$ cat src/rtl/tlbpt_pkg.sv
// shared types and defaults for the tlb / page table translator
`default_nettype none

package tlbpt_pkg;

    localparam int TLBPT_TLB_SLOTS   = 16;
    localparam int TLBPT_PAGE_COUNT  = 256;
    localparam int TLBPT_FRAME_COUNT = 256;
    localparam int TLBPT_OFFSET_BITS = 8;

    localparam int TLBPT_VA_W    = 16;
    localparam int TLBPT_PA_W    = 16;
    localparam int TLBPT_IDX_W   = 8;
    localparam int TLBPT_COUNT_W = 32;

    typedef enum logic [1:0] {
        OUT_TLB_HIT     = 2'd0,
        OUT_PT_HIT      = 2'd1,
        OUT_FAULT_ALLOC = 2'd2,
        OUT_FAULT_NONE  = 2'd3
    } tlbpt_outcome_t;

    typedef enum logic [1:0] {
        ST_CLEAR,
        ST_IDLE,
        ST_LOOKUP
    } tlbpt_state_t;

    typedef struct packed {
        logic rd_en;
        logic wr_en;
    } tlbpt_mem_ctl_t;

endpackage

`default_nettype wire

$ cat src/rtl/tlbpt_ptmem.sv
// page table memory: one entry per page, valid bit plus frame, registered read
`default_nettype none

module tlbpt_ptmem #(
    parameter int DEPTH  = 256,
    parameter int ADDR_W = 8,
    parameter int DATA_W = 9
) (
    input  wire logic                     clk,
    input  wire tlbpt_pkg::tlbpt_mem_ctl_t ctl,
    input  wire logic [ADDR_W-1:0]        rd_addr,
    input  wire logic [ADDR_W-1:0]        wr_addr,
    input  wire logic [DATA_W-1:0]        wr_data,
    output logic      [DATA_W-1:0]        rd_data
);
    import tlbpt_pkg::*;

    logic [DATA_W-1:0] mem [DEPTH];

    always_ff @(posedge clk)
    begin
        if (ctl.wr_en)
        begin
            mem[wr_addr] <= wr_data;
        end
    end

    always_ff @(posedge clk)
    begin
        if (ctl.rd_en)
        begin
            rd_data <= mem[rd_addr];
        end
    end

endmodule

`default_nettype wire

$ cat src/rtl/tlbpt_tlb.sv
// fully associative tlb with fifo replacement
`default_nettype none

module tlbpt_tlb #(
    parameter int TLB_SLOTS = 16,
    parameter int PAGE_W    = 8,
    parameter int FRAME_W   = 8
) (
    input  wire logic               clk,
    input  wire logic               rst_n,
    input  wire logic [PAGE_W-1:0]  lookup_page,
    output logic                    hit,
    output logic      [FRAME_W-1:0] hit_frame,
    input  wire logic               ins_en,
    input  wire logic [PAGE_W-1:0]  ins_page,
    input  wire logic [FRAME_W-1:0] ins_frame
);
    import tlbpt_pkg::*;

    localparam int SLOT_W = (TLB_SLOTS > 1) ? $clog2(TLB_SLOTS) : 1;

    logic [TLB_SLOTS-1:0] valid_reg;
    logic [PAGE_W-1:0]    page_reg  [TLB_SLOTS];
    logic [FRAME_W-1:0]   frame_reg [TLB_SLOTS];
    logic [SLOT_W-1:0]    slot_reg;
    logic [SLOT_W-1:0]    slot_next;
    logic [TLB_SLOTS-1:0] match;

    // at most one slot can match, so the frames are simply or-ed together
    always_comb
    begin
        hit_frame = '0;
        for (int i = 0; i < TLB_SLOTS; i++)
        begin
            match[i] = valid_reg[i] && (page_reg[i] == lookup_page);
            if (match[i])
            begin
                hit_frame = hit_frame | frame_reg[i];
            end
        end
        hit = |match;
    end

    assign slot_next = (slot_reg == SLOT_W'(TLB_SLOTS - 1)) ? '0 : slot_reg + 1'b1;

    always_ff @(posedge clk or negedge rst_n)
    begin
        if (!rst_n)
        begin
            valid_reg <= '0;
            slot_reg  <= '0;
        end
        else if (ins_en)
        begin
            valid_reg[slot_reg] <= 1'b1;
            slot_reg            <= slot_next;
        end
    end

    always_ff @(posedge clk)
    begin
        if (ins_en)
        begin
            page_reg[slot_reg]  <= ins_page;
            frame_reg[slot_reg] <= ins_frame;
        end
    end

endmodule

`default_nettype wire

$ cat src/rtl/tlb_page_table_translator.sv
// top level: demand-paging translator with tlb, page table memory and frame allocator
//
// usage
//   input channel (in_valid / in_ready) carries one virtual_address word: the bits
//   above OFFSET_BITS are the page (taken modulo PAGE_COUNT), the rest the offset
//   output channel (out_valid / out_ready) carries one result word per input word:
//   physical address, outcome, frame, faulting page and three saturating counters
//   flow: the page table read is launched at the edge that accepts a word; the tlb
//   is compared and the read data used in the lookup state that follows, and the
//   page table write-back, tlb insert and result register all load at the edge
//   that ends the lookup state, once the output register is free to take the word
//   a new word is accepted only in the idle state, so the next word is not taken
//   until the current one has left the lookup state
//   reset: tlb valid bits, counters and the frame allocator clear at once; the
//   page table is then swept one entry a cycle over all PAGE_COUNT entries (256 by
//   default), with in_ready low until the sweep ends
//   stall: one finished result waits in the output register while the next word is
//   accepted and looked up; that word then holds in the lookup cycle until the
//   output register is taken
//   once FRAME_COUNT frames are handed out, further faults report no free frame
`default_nettype none

module tlb_page_table_translator #(
    parameter int TLB_SLOTS   = tlbpt_pkg::TLBPT_TLB_SLOTS,
    parameter int PAGE_COUNT  = tlbpt_pkg::TLBPT_PAGE_COUNT,
    parameter int FRAME_COUNT = tlbpt_pkg::TLBPT_FRAME_COUNT,
    parameter int OFFSET_BITS = tlbpt_pkg::TLBPT_OFFSET_BITS
) (
    input  wire logic                               clk,
    input  wire logic                               rst_n,
    input  wire logic                               in_valid,
    output logic                                    in_ready,
    input  wire logic [tlbpt_pkg::TLBPT_VA_W-1:0]   virtual_address,
    output logic                                    out_valid,
    input  wire logic                               out_ready,
    output logic      [tlbpt_pkg::TLBPT_PA_W-1:0]   physical_address,
    output logic      [1:0]                         outcome,
    output logic      [tlbpt_pkg::TLBPT_IDX_W-1:0]  frame_index,
    output logic      [tlbpt_pkg::TLBPT_IDX_W-1:0]  fault_page,
    output logic      [tlbpt_pkg::TLBPT_COUNT_W-1:0] tlb_hit_count,
    output logic      [tlbpt_pkg::TLBPT_COUNT_W-1:0] fault_count,
    output logic      [tlbpt_pkg::TLBPT_COUNT_W-1:0] address_count
);
    import tlbpt_pkg::*;

    localparam int PAGE_W   = $clog2(PAGE_COUNT);
    localparam int FRAME_W  = (FRAME_COUNT > 1) ? $clog2(FRAME_COUNT) : 1;
    localparam int ENTRY_W  = FRAME_W + 1;
    localparam int RAW_W    = (TLBPT_VA_W > OFFSET_BITS) ? TLBPT_VA_W - OFFSET_BITS : 1;
    localparam int PAGE_LOG = $clog2(PAGE_COUNT + 1) - 1;
    // conditional subtract steps for the page modulo
    localparam int MOD_STEPS = (RAW_W >= PAGE_LOG) ? RAW_W - PAGE_LOG + 1 : 1;

    // page number modulo PAGE_COUNT by restoring subtraction of shifted multiples
    function automatic logic [PAGE_W-1:0] page_of(input logic [TLBPT_VA_W-1:0] va);
        logic [TLBPT_VA_W-1:0] raw;
        logic [RAW_W-1:0]      rem;
        raw = va >> OFFSET_BITS;
        rem = raw[RAW_W-1:0];
        for (int k = MOD_STEPS - 1; k >= 0; k--)
        begin
            if (32'(rem) >= (32'(PAGE_COUNT) << k))
            begin
                rem = rem - RAW_W'(32'(PAGE_COUNT) << k);
            end
        end
        return PAGE_W'(rem);
    endfunction

    function automatic logic [TLBPT_COUNT_W-1:0] sat_inc(input logic [TLBPT_COUNT_W-1:0] v);
        return (v == '1) ? v : v + 1'b1;
    endfunction

    // control state
    tlbpt_state_t        state_reg;
    tlbpt_state_t        state_next;
    logic [PAGE_W-1:0]   clr_idx_reg;
    logic [FRAME_W-1:0]  free_frame_reg;
    logic                exhausted_reg;
    logic                out_valid_reg;
    logic [TLBPT_COUNT_W-1:0] hit_cnt_reg;
    logic [TLBPT_COUNT_W-1:0] fault_cnt_reg;
    logic [TLBPT_COUNT_W-1:0] addr_cnt_reg;

    // word being looked up
    logic [PAGE_W-1:0]      page_reg;
    logic [OFFSET_BITS-1:0] offset_reg;

    // output payload
    logic [TLBPT_PA_W-1:0]  phys_reg;
    tlbpt_outcome_t         outcome_reg;
    logic [TLBPT_IDX_W-1:0] frame_out_reg;
    logic [TLBPT_IDX_W-1:0] fault_page_reg;

    // memory and tlb hookup
    tlbpt_mem_ctl_t      mem_ctl;
    logic [PAGE_W-1:0]   mem_rd_addr;
    logic [PAGE_W-1:0]   mem_wr_addr;
    logic [ENTRY_W-1:0]  mem_wr_data;
    logic [ENTRY_W-1:0]  mem_rd_data;
    logic                tlb_hit;
    logic [FRAME_W-1:0]  tlb_frame;
    logic                tlb_ins_en;

    // lookup decision
    logic                can_emit;
    logic                commit;
    logic                pt_valid;
    logic [FRAME_W-1:0]  pt_frame;
    tlbpt_outcome_t      dec_outcome;
    logic [FRAME_W-1:0]  dec_frame;
    logic [31:0]         frame_ext;
    logic [31:0]         phys_wide;
    logic [31:0]         page_ext;
    logic                clr_last;

    assign pt_valid = mem_rd_data[ENTRY_W-1];
    assign pt_frame = mem_rd_data[FRAME_W-1:0];
    assign clr_last = (clr_idx_reg == PAGE_W'(PAGE_COUNT - 1));

    // the output register is free when empty or being taken this cycle
    assign can_emit = !out_valid_reg || out_ready;
    assign commit   = (state_reg == ST_LOOKUP) && can_emit;

    tlbpt_ptmem #(
        .DEPTH  (PAGE_COUNT),
        .ADDR_W (PAGE_W),
        .DATA_W (ENTRY_W)
    ) u_ptmem (
        .clk     (clk),
        .ctl     (mem_ctl),
        .rd_addr (mem_rd_addr),
        .wr_addr (mem_wr_addr),
        .wr_data (mem_wr_data),
        .rd_data (mem_rd_data)
    );

    tlbpt_tlb #(
        .TLB_SLOTS (TLB_SLOTS),
        .PAGE_W    (PAGE_W),
        .FRAME_W   (FRAME_W)
    ) u_tlb (
        .clk         (clk),
        .rst_n       (rst_n),
        .lookup_page (page_reg),
        .hit         (tlb_hit),
        .hit_frame   (tlb_frame),
        .ins_en      (tlb_ins_en),
        .ins_page    (page_reg),
        .ins_frame   (dec_frame)
    );

    // next state
    always_comb
    begin
        state_next = state_reg;
        unique case (state_reg)
            ST_CLEAR:
            begin
                if (clr_last)
                begin
                    state_next = ST_IDLE;
                end
            end
            ST_IDLE:
            begin
                if (in_valid)
                begin
                    state_next = ST_LOOKUP;
                end
            end
            ST_LOOKUP:
            begin
                if (can_emit)
                begin
                    state_next = ST_IDLE;
                end
            end
            default:
            begin
                state_next = ST_CLEAR;
            end
        endcase
    end

    // tlb first, then page table, then allocate a fresh frame
    always_comb
    begin
        if (tlb_hit)
        begin
            dec_outcome = OUT_TLB_HIT;
            dec_frame   = tlb_frame;
        end
        else if (pt_valid)
        begin
            dec_outcome = OUT_PT_HIT;
            dec_frame   = pt_frame;
        end
        else if (!exhausted_reg)
        begin
            dec_outcome = OUT_FAULT_ALLOC;
            dec_frame   = free_frame_reg;
        end
        else
        begin
            dec_outcome = OUT_FAULT_NONE;
            dec_frame   = '0;
        end
        frame_ext = 32'(dec_frame);
        page_ext  = 32'(page_reg);
        phys_wide = (frame_ext << OFFSET_BITS) | 32'(offset_reg);
    end

    // outputs per state
    always_comb
    begin
        in_ready    = 1'b0;
        mem_ctl     = '0;
        mem_rd_addr = page_of(virtual_address);
        mem_wr_addr = clr_idx_reg;
        mem_wr_data = '0;
        tlb_ins_en  = 1'b0;
        unique case (state_reg)
            ST_CLEAR:
            begin
                mem_ctl.wr_en = 1'b1;
            end
            ST_IDLE:
            begin
                in_ready      = 1'b1;
                mem_ctl.rd_en = in_valid;
            end
            ST_LOOKUP:
            begin
                mem_wr_addr   = page_reg;
                mem_wr_data   = {1'b1, dec_frame};
                mem_ctl.wr_en = commit && (dec_outcome == OUT_FAULT_ALLOC);
                tlb_ins_en    = commit && ((dec_outcome == OUT_PT_HIT) ||
                                           (dec_outcome == OUT_FAULT_ALLOC));
            end
            default:
            begin
                in_ready = 1'b0;
            end
        endcase
    end

    // control registers
    always_ff @(posedge clk or negedge rst_n)
    begin
        if (!rst_n)
        begin
            state_reg      <= ST_CLEAR;
            clr_idx_reg    <= '0;
            free_frame_reg <= '0;
            exhausted_reg  <= 1'b0;
            out_valid_reg  <= 1'b0;
            hit_cnt_reg    <= '0;
            fault_cnt_reg  <= '0;
            addr_cnt_reg   <= '0;
        end
        else
        begin
            state_reg <= state_next;
            if (state_reg == ST_CLEAR)
            begin
                clr_idx_reg <= clr_idx_reg + 1'b1;
            end
            if (commit)
            begin
                out_valid_reg <= 1'b1;
                addr_cnt_reg  <= sat_inc(addr_cnt_reg);
                if (dec_outcome == OUT_TLB_HIT)
                begin
                    hit_cnt_reg <= sat_inc(hit_cnt_reg);
                end
                if ((dec_outcome == OUT_FAULT_ALLOC) || (dec_outcome == OUT_FAULT_NONE))
                begin
                    fault_cnt_reg <= sat_inc(fault_cnt_reg);
                end
                if (dec_outcome == OUT_FAULT_ALLOC)
                begin
                    if (free_frame_reg == FRAME_W'(FRAME_COUNT - 1))
                    begin
                        exhausted_reg <= 1'b1;
                    end
                    else
                    begin
                        free_frame_reg <= free_frame_reg + 1'b1;
                    end
                end
            end
            else if (out_ready)
            begin
                out_valid_reg <= 1'b0;
            end
        end
    end

    // payload registers
    always_ff @(posedge clk)
    begin
        if (in_valid && in_ready)
        begin
            page_reg   <= page_of(virtual_address);
            offset_reg <= virtual_address[OFFSET_BITS-1:0];
        end
        if (commit)
        begin
            outcome_reg    <= dec_outcome;
            frame_out_reg  <= frame_ext[TLBPT_IDX_W-1:0];
            phys_reg       <= (dec_outcome == OUT_FAULT_NONE) ? '0 : phys_wide[TLBPT_PA_W-1:0];
            fault_page_reg <= ((dec_outcome == OUT_FAULT_ALLOC) ||
                               (dec_outcome == OUT_FAULT_NONE)) ?
                              page_ext[TLBPT_IDX_W-1:0] : '0;
        end
    end

    assign out_valid        = out_valid_reg;
    assign physical_address = phys_reg;
    assign outcome          = outcome_reg;
    assign frame_index      = frame_out_reg;
    assign fault_page       = fault_page_reg;
    // counters only move when a new word enters the output register
    assign tlb_hit_count    = hit_cnt_reg;
    assign fault_count      = fault_cnt_reg;
    assign address_count    = addr_cnt_reg;

endmodule

`default_nettype wire

$ cat config.mk
export PLATFORM = sky130hd
export DESIGN_NAME = tlb_page_table_translator
export DESIGN_NICKNAME = d
export VERILOG_FILES = /design/src/rtl/tlbpt_pkg.sv /design/src/rtl/tlbpt_ptmem.sv /design/src/rtl/tlbpt_tlb.sv /design/src/rtl/tlb_page_table_translator.sv
export SDC_FILE = /design/constraint.sdc
export NUM_CORES = 2
export LEC_CHECK = 0
export BUFFER_PORTS_ARGS = -buffer_cell sky130_fd_sc_hd__clkbuf_2
export CAP_MARGIN = 0
export CORE_MARGIN = 3
export CORE_UTILIZATION = 35
export CTS_CLUSTER_DIAMETER = 200
export DETAILED_ROUTE_END_ITERATION = 10
export GPL_ROUTABILITY_DRIVEN = 0
export HOLD_SLACK_MARGIN = 0.03
export PLACE_DENSITY = 0.53
export SYNTH_ARGS = -nofsm -noshare
export SYNTH_HDL_FRONTEND = slang
export SYNTH_SLANG_ARGS = --single-unit
$ cat constraint.sdc
create_clock -name clk -period 18.8 [get_ports clk]
set_input_delay 3.76 -clock clk [delete_from_list [all_inputs] [get_ports clk]]
set_output_delay 3.76 -clock clk [all_outputs]
set_load 0.1 [all_outputs]
Word level (Yosys, flattened, before mapping)
Memories as Yosys holds them, arrays and structs flattened. A register that Yosys moved wholly into a read port is not among the register bits.
Cells that the tools add are included.
{"block": "classes", "n_reduce_logical": 35, "mux": 41, "n_eq_ne": 30, "n_addsub": 6, "n_lt_le_gt_ge": 2, "bitwise_logic": 21}
{"cell": "8-bit two-way mux", "n": 20}
{"cell": "8-bit == test", "n": 16}
{"cell": "8-bit OR", "n": 15}
{"cell": "32-bit by 1-bit adder with 32-bit output, second input constant", "n": 3}
{"cell": "32-bit == test, second input constant", "n": 3}
{"cell": "1-bit logical AND", "n": 21}
{"cell": "8-bit by 1-bit adder with 8-bit output, second input constant", "n": 2}
{"cell": "8-bit == test, second input constant", "n": 2}
{"cell": "16-bit OR", "n": 1}
{"cell": "16-bit by 8-bit OR with 16-bit output", "n": 1}
{"cell": "16-bit OR reduction", "n": 1}
{"cell": "3-bit AND reduction", "n": 5}
{"cell": "1-bit two-way mux", "n": 11}
{"cell": "2-bit two-way mux", "n": 5}
{"cell": "9-bit two-way mux", "n": 1}
{"cell": "2-bit == test, second input constant", "n": 3}
{"cell": "2-bit != test, second input constant", "n": 3}
{"cell": "2-bit one-hot mux with 3 select lines", "n": 1}
{"cell": "4-bit by 5-bit < comparator with 1-bit output, second input constant", "n": 1}
{"cell": "4-bit by 1-bit adder with 4-bit output, second input constant", "n": 1}
{"cell": "1-bit demux with 4-bit select", "n": 1}
{"cell": "2-bit by 1-bit == test with 1-bit output, second input constant", "n": 2}
{"cell": "4-bit == test, second input constant", "n": 1}
{"cell": "4-bit by 1-bit >= comparator with 1-bit output, second input constant", "n": 1}
{"cell": "8 further kinds", "n": 14}
{"block": "totals", "ram_bits": 2560, "elab_cells": 154, "output_inout_bits": 132, "memories": 3, "regBits": 186, "inputBits": 20}
{"name": "u_ptmem.mem", "words": 256, "width": 9, "rd": 1, "rd_ports_with_merged_regs": 1, "wr": 1, "line": "tlbpt_ptmem.sv:18", "rtl": "logic [DATA_W-1:0] mem [DEPTH];"}
{"name": "u_tlb.frame_reg", "words": 16, "width": 8, "rd": 16, "rd_ports_with_merged_regs": 0, "wr": 1, "line": "tlbpt_tlb.sv:24", "rtl": "logic [FRAME_W-1:0] frame_reg [TLB_SLOTS];"}
{"name": "u_tlb.page_reg", "words": 16, "width": 8, "rd": 16, "rd_ports_with_merged_regs": 0, "wr": 1, "line": "tlbpt_tlb.sv:23", "rtl": "logic [PAGE_W-1:0] page_reg [TLB_SLOTS];"}

Logic depth before layout (Yosys ltp)
An unclocked memory read counts as a cell.
{"block": "logic_depth", "depth_word": 36, "mapped_depth": 17, "ltp_nobuf": 15}

Hierarchy
A second synthesis with hierarchy kept.
{"block": "unflattened", "cells_unflattened": 5517, "hier_area_um2": 107947.3}
{"module": "tlbpt_ptmem", "seq_area_each_um2": 69456.6, "area_each_um2": 89368.2, "cells_each": 4237, "n_inst": 1}
{"module": "tlbpt_tlb", "seq_area_each_um2": 8187.9, "area_each_um2": 10985.5, "cells_each": 630, "n_inst": 1}
{"module": "tlb_page_table_translator", "seq_area_each_um2": 4404.2, "area_each_um2": 7593.5, "cells_each": 650, "n_inst": 1}

Least setup slack after synthesis
No wires, ideal clock.
{"block": "synth_path", "path_type": "register to register", "startpoint": "reg page_reg[0]", "endpoint": "mem u_ptmem.mem[0][0] (data pin)", "path_buffers": 3, "arrival_ns": 8.370, "stages_incl_launch_ff": 12, "path_slack_ns": 9.037, "setup_ns": 1.393, "period_less_slack_ns": 9.763, "required_time_ns": 17.407, "cell_sequence": "edfxtp_1 > buf_4 > xnor2_1 > and2_1 > and3_1 > clkbuf_1 > or4_1 > nor2_4 > nand2_1 > buf_4 > mux2i_1 > nor2_1"}
{"block": "synth_via", "elab_chain_cells": 35, "elab_cells_between_ends": 66, "cone_classes": "eq/ne (16); mux (18); bitwise (15); reduce/logical (17)"}
{"item": "from (decl)", "line": "tlb_page_table_translator.sv:86", "rtl": "logic [PAGE_W-1:0] page_reg;"}
{"item": "from (signal assigned)", "line": "tlb_page_table_translator.sv:305", "rtl": "page_reg <= page_of(virtual_address);"}
{"item": "8-bit == test", "line": "tlbpt_tlb.sv:35", "rtl": "match[i] = valid_reg[i] && (page_reg[i] == lookup_page);"}
{"item": "1-bit logical AND", "line": "tlbpt_tlb.sv:35"}
{"item": "8-bit two-way mux", "line": "tlbpt_tlb.sv:36", "rtl": "if (match[i])"}
{"item": "8-bit OR", "line": "tlbpt_tlb.sv:38", "rtl": "hit_frame = hit_frame | frame_reg[i];"}
{"item": "8-bit two-way mux", "line": "tlbpt_tlb.sv:36"}
{"item": "8-bit OR", "line": "tlbpt_tlb.sv:38"}
{"item": "8-bit two-way mux", "line": "tlbpt_tlb.sv:36"}
{"item": "8-bit OR", "line": "tlbpt_tlb.sv:38"}
{"item": "[... 20 more ...]"}
{"item": "8-bit two-way mux", "line": "tlbpt_tlb.sv:36"}
{"item": "8-bit OR", "line": "tlbpt_tlb.sv:38"}
{"item": "8-bit two-way mux", "line": "tlbpt_tlb.sv:36"}
{"item": "8-bit OR", "line": "tlbpt_tlb.sv:38"}
{"item": "8-bit two-way mux", "line": "tlbpt_tlb.sv:36"}
{"item": "8-bit two-way mux (*)", "line": "tlb_page_table_translator.sv:189", "rtl": "if (tlb_hit)"}
{"item": "9-bit two-way mux (*)", "line": "tlb_page_table_translator.sv:223", "rtl": "unique case (state_reg)"}
{"item": "net mem_wr_data[0]", "line": "tlb_page_table_translator.sv:99", "rtl": "logic [ENTRY_W-1:0] mem_wr_data;"}
{"item": "to (decl)", "line": "tlbpt_ptmem.sv:18"}
Mark *: on every way through the listed nets, which the timed path passes. The rest lies on a longest branch.

==> results_dict.tcl <==
set metrics [dict create \
    worst-slew-pin-transition_ns 1.41 \
    netlist_area_before_placement_um2 107000 \
    grt_pass1_vias 54772 \
    cts_sinks 2755 \
    regToRegSetupSlack_ns 10.87 \
    syn-num-nets 5422 \
    layout_worst_path_cycle_share_pct 45.2 \
    async_reset_ff_share_pct 4.94 \
    dominantRegCellSynth "sky130_fd_sc_hd__edfxtp_1" \
    netlist_instances 5390 \
    worst_ep_required_time_ns 19.39 \
    numCtsBuffers 297 \
    layout_common_cells "sky130_fd_sc_hd__edfxtp_1, sky130_fd_sc_hd__mux4_2, sky130_fd_sc_hd__nor2_1" \
    timing.max_cap.violations 0 \
    crit_type "in2reg" \
    critPathLaunchType "input port" \
    detailed_place_hpwl_um 175000 \
    clk_path_buf_depth 4 \
    yosysWarningCount 0 \
    drt_iter0_drc 6086 \
    vdd.ir_drop.worst_v 0.0000650 \
    worstSkewPairLatency_ns 0.91 \
    timing.final.crit_period_ns 8.50 \
    initial_core_util_pct 35.3 \
    antenna_found_initial 11 \
    wire_per_inst_um 28.9 \
    swShare_pct 24.2 \
    drive_above_1_share_pct 22.5 \
    power.density_nw_per_um2 113 \
    worst_clock_skew_ns 0.0757 \
    critical_path_peak_fanout 59 \
    setup_viol 0 \
    nFillCells 26938 \
    timing_hold_violations_final 0 \
    drv_slew 0 \
    worst-endpoint-arrival_ns 9.09 \
    die_height_um 560 \
    drt-vias-per-instance 5.40 \
    layout.area.seq_um2 82000 \
    grt-ovfl-total 0 \
    rsz_0062_raised_after_global_routing "no" \
    totalWireLength_um 290000 \
    core_area_um2 304000 \
    tritoncts "done" \
    share_clk_of_total_power_pct 41.9 \
    power_frac_comb_pct 8.2 \
    global_route_total_usage_across_every_layer_pct 18.1 \
    post-route-drc-count 0 \
    post-cts-setup-buffers 0 \
    avgSynthCellArea_um2 19.9 \
    ctsHoldBuffers 0 \
    total_power_w 0.0139 \
    synth_enable_flop_cells 2619 \
    min_path_type "reg2reg" \
    sequentialPowerShare_pct 49.9 \
    multi_input_area_um2 24100 \
    cp-end-kind "register" \
    die_w_um 560 \
    largest_reg_flops 2304 \
    core_rows 202 \
    firstDrtPassIters 6 \
    cts_repair_resize_count 0 \
    final_ant_viol_nets 0 \
    unique_cell_type_count_in_the_yosys_netlist 63 \
    postSynthRegisterBits 2755 \
    numnets_final 5752 \
    htree_num_levels 5 \
    timing.max_slew.rel_slack_pct 5.23 \
    switching_power_w 0.00336 \
    root_buffer "sky130_fd_sc_hd__clkbuf_16" \
    grt_first_pass_wirelength_um 417000 \
    layout_commonest_cell "sky130_fd_sc_hd__edfxtp_1" \
    clk_transition_reported_paths_ns 0.06 \
    floorplan.io_pins 152 \
    timing.setup.tns_ns 0 \
    post_synthesis_sequential_area_ratio_pct 76.4 \
    pin_count_of_the_biggest_net_entering_global_routing 162 \
    fp.dieArea_um2 313000 \
    max_freq_mhz 118 \
    io_buffer_count 151 \
    area.growth.synth_to_final_pct 14.6 \
    total_leakage_power_nw 41.3 \
    status "completed" \
    vias 54269 \
    internal-power_w 0.0105 \
]
[layout make-up]
class	instances	share of cell area [%]
sequential	2755	66.7
antenna	9	0.0183
timing repair buffer	310	1.65
clock inverter	171	1.47
inverter	27	0.0905
clock buffer	367	6.38
tap	4080	4.15
multi-input combinational	2329	19.6
[synth_stat cells, drive strengths merged (44+ instances only)]
master | number | area, µm²
a211oi | 50 | 375
a21oi | 68 | 340
a22o | 44 | 385
a22oi | 58 | 435
buf | 130 | 802
clkbuf | 149 | 561
dfrtp | 136 | 3400
edfxtp | 2619 | 78600
mux2i | 227 | 2270
mux4 | 524 | 11800
nand2 | 185 | 694
nand3 | 70 | 350
nand4 | 56 | 350
nor2 | 325 | 1230
nor3 | 44 | 265
o221ai | 86 | 753
o22ai | 46 | 288
xnor2 | 160 | 1400
xor2 | 76 | 666
[final timing paths]
check / start / to / cells past startpoint
min in group asynchronous: rst_n / out_valid / 1
worst min-delay path: u_tlb.valid_reg[3] / u_tlb.valid_reg[3] / 1
worst max register to register: page_reg[2] / u_ptmem.mem[46][4] / 15
worst max-delay path: virtual_address[8] / u_ptmem.rd_data[5] / 9
max in group asynchronous: rst_n / tlb_hit_count[20] / 2
worst min register to register: u_tlb.valid_reg[3] / u_tlb.valid_reg[3] / 1
[power groups by stage]
| stage | Sequential, W | Combinational (W) | Clock, W |
|---|---|---|---|
| after floorplan | 0.00712 | 0.000552 | 0 |
| after global placement | 0.00704 | 0.00114 | 0 |
| after detailed placement | 0.00704 | 0.00115 | 0 |
| after CTS | 0.00692 | 0.00115 | 0.00594 |
| after global routing | 0.00693 | 0.00119 | 0.00619 |
| final | 0.00692 | 0.00114 | 0.00582 |
[worst max-delay path, stage by stage]
cell                       delay [ns]
sky130_fd_sc_hd__buf_8           0.50
sky130_fd_sc_hd__buf_4           0.73
sky130_fd_sc_hd__buf_4           0.70
sky130_fd_sc_hd__buf_4           0.82
sky130_fd_sc_hd__mux4_2          0.61
sky130_fd_sc_hd__a22o_1          0.26
sky130_fd_sc_hd__a221o_1         0.35
sky130_fd_sc_hd__a211oi_1        1.06
sky130_fd_sc_hd__a211oi_1        0.09
[layer usage]
metal	share of wire, %	GRT usage (%)
met3	7.1	3.42
met4	2.4	4.77
met5	0	0
met1	44	26.1
met2	47	28.3
[per-stage QoR]
stage          setup slack (ns)  hold slack, ns  instances  utilization (%)  cell area (µm²)
5_1_grt                   10.00           0.476      10041             40.5           123000
3_3_place_gp               9.35           0.443       9500             37.3           113000
2_1_floorplan              9.04           0.430       5390                -           107000
4_1_cts                   10.35           0.462      10039             40.5           123000
6_report                  10.30           0.459      10048             40.5           123000
3_5_place_dp               9.37           0.448       9501             37.3           113000
[kinds of logic after synthesis]
family                   after synthesis  synth area share, %
buffers and inverters                306                 1.36
AND/OR/NAND/NOR                      862                 3.82
flip-flops                          2755                 76.4
XOR/XNOR                             236                 1.92
AO/OA/AOI/OAI                        461                 3.17
adder cells (fa/ha/maj)               12                0.140
multiplexers                         758                 13.2
Power figures use the tool's default switching activity.
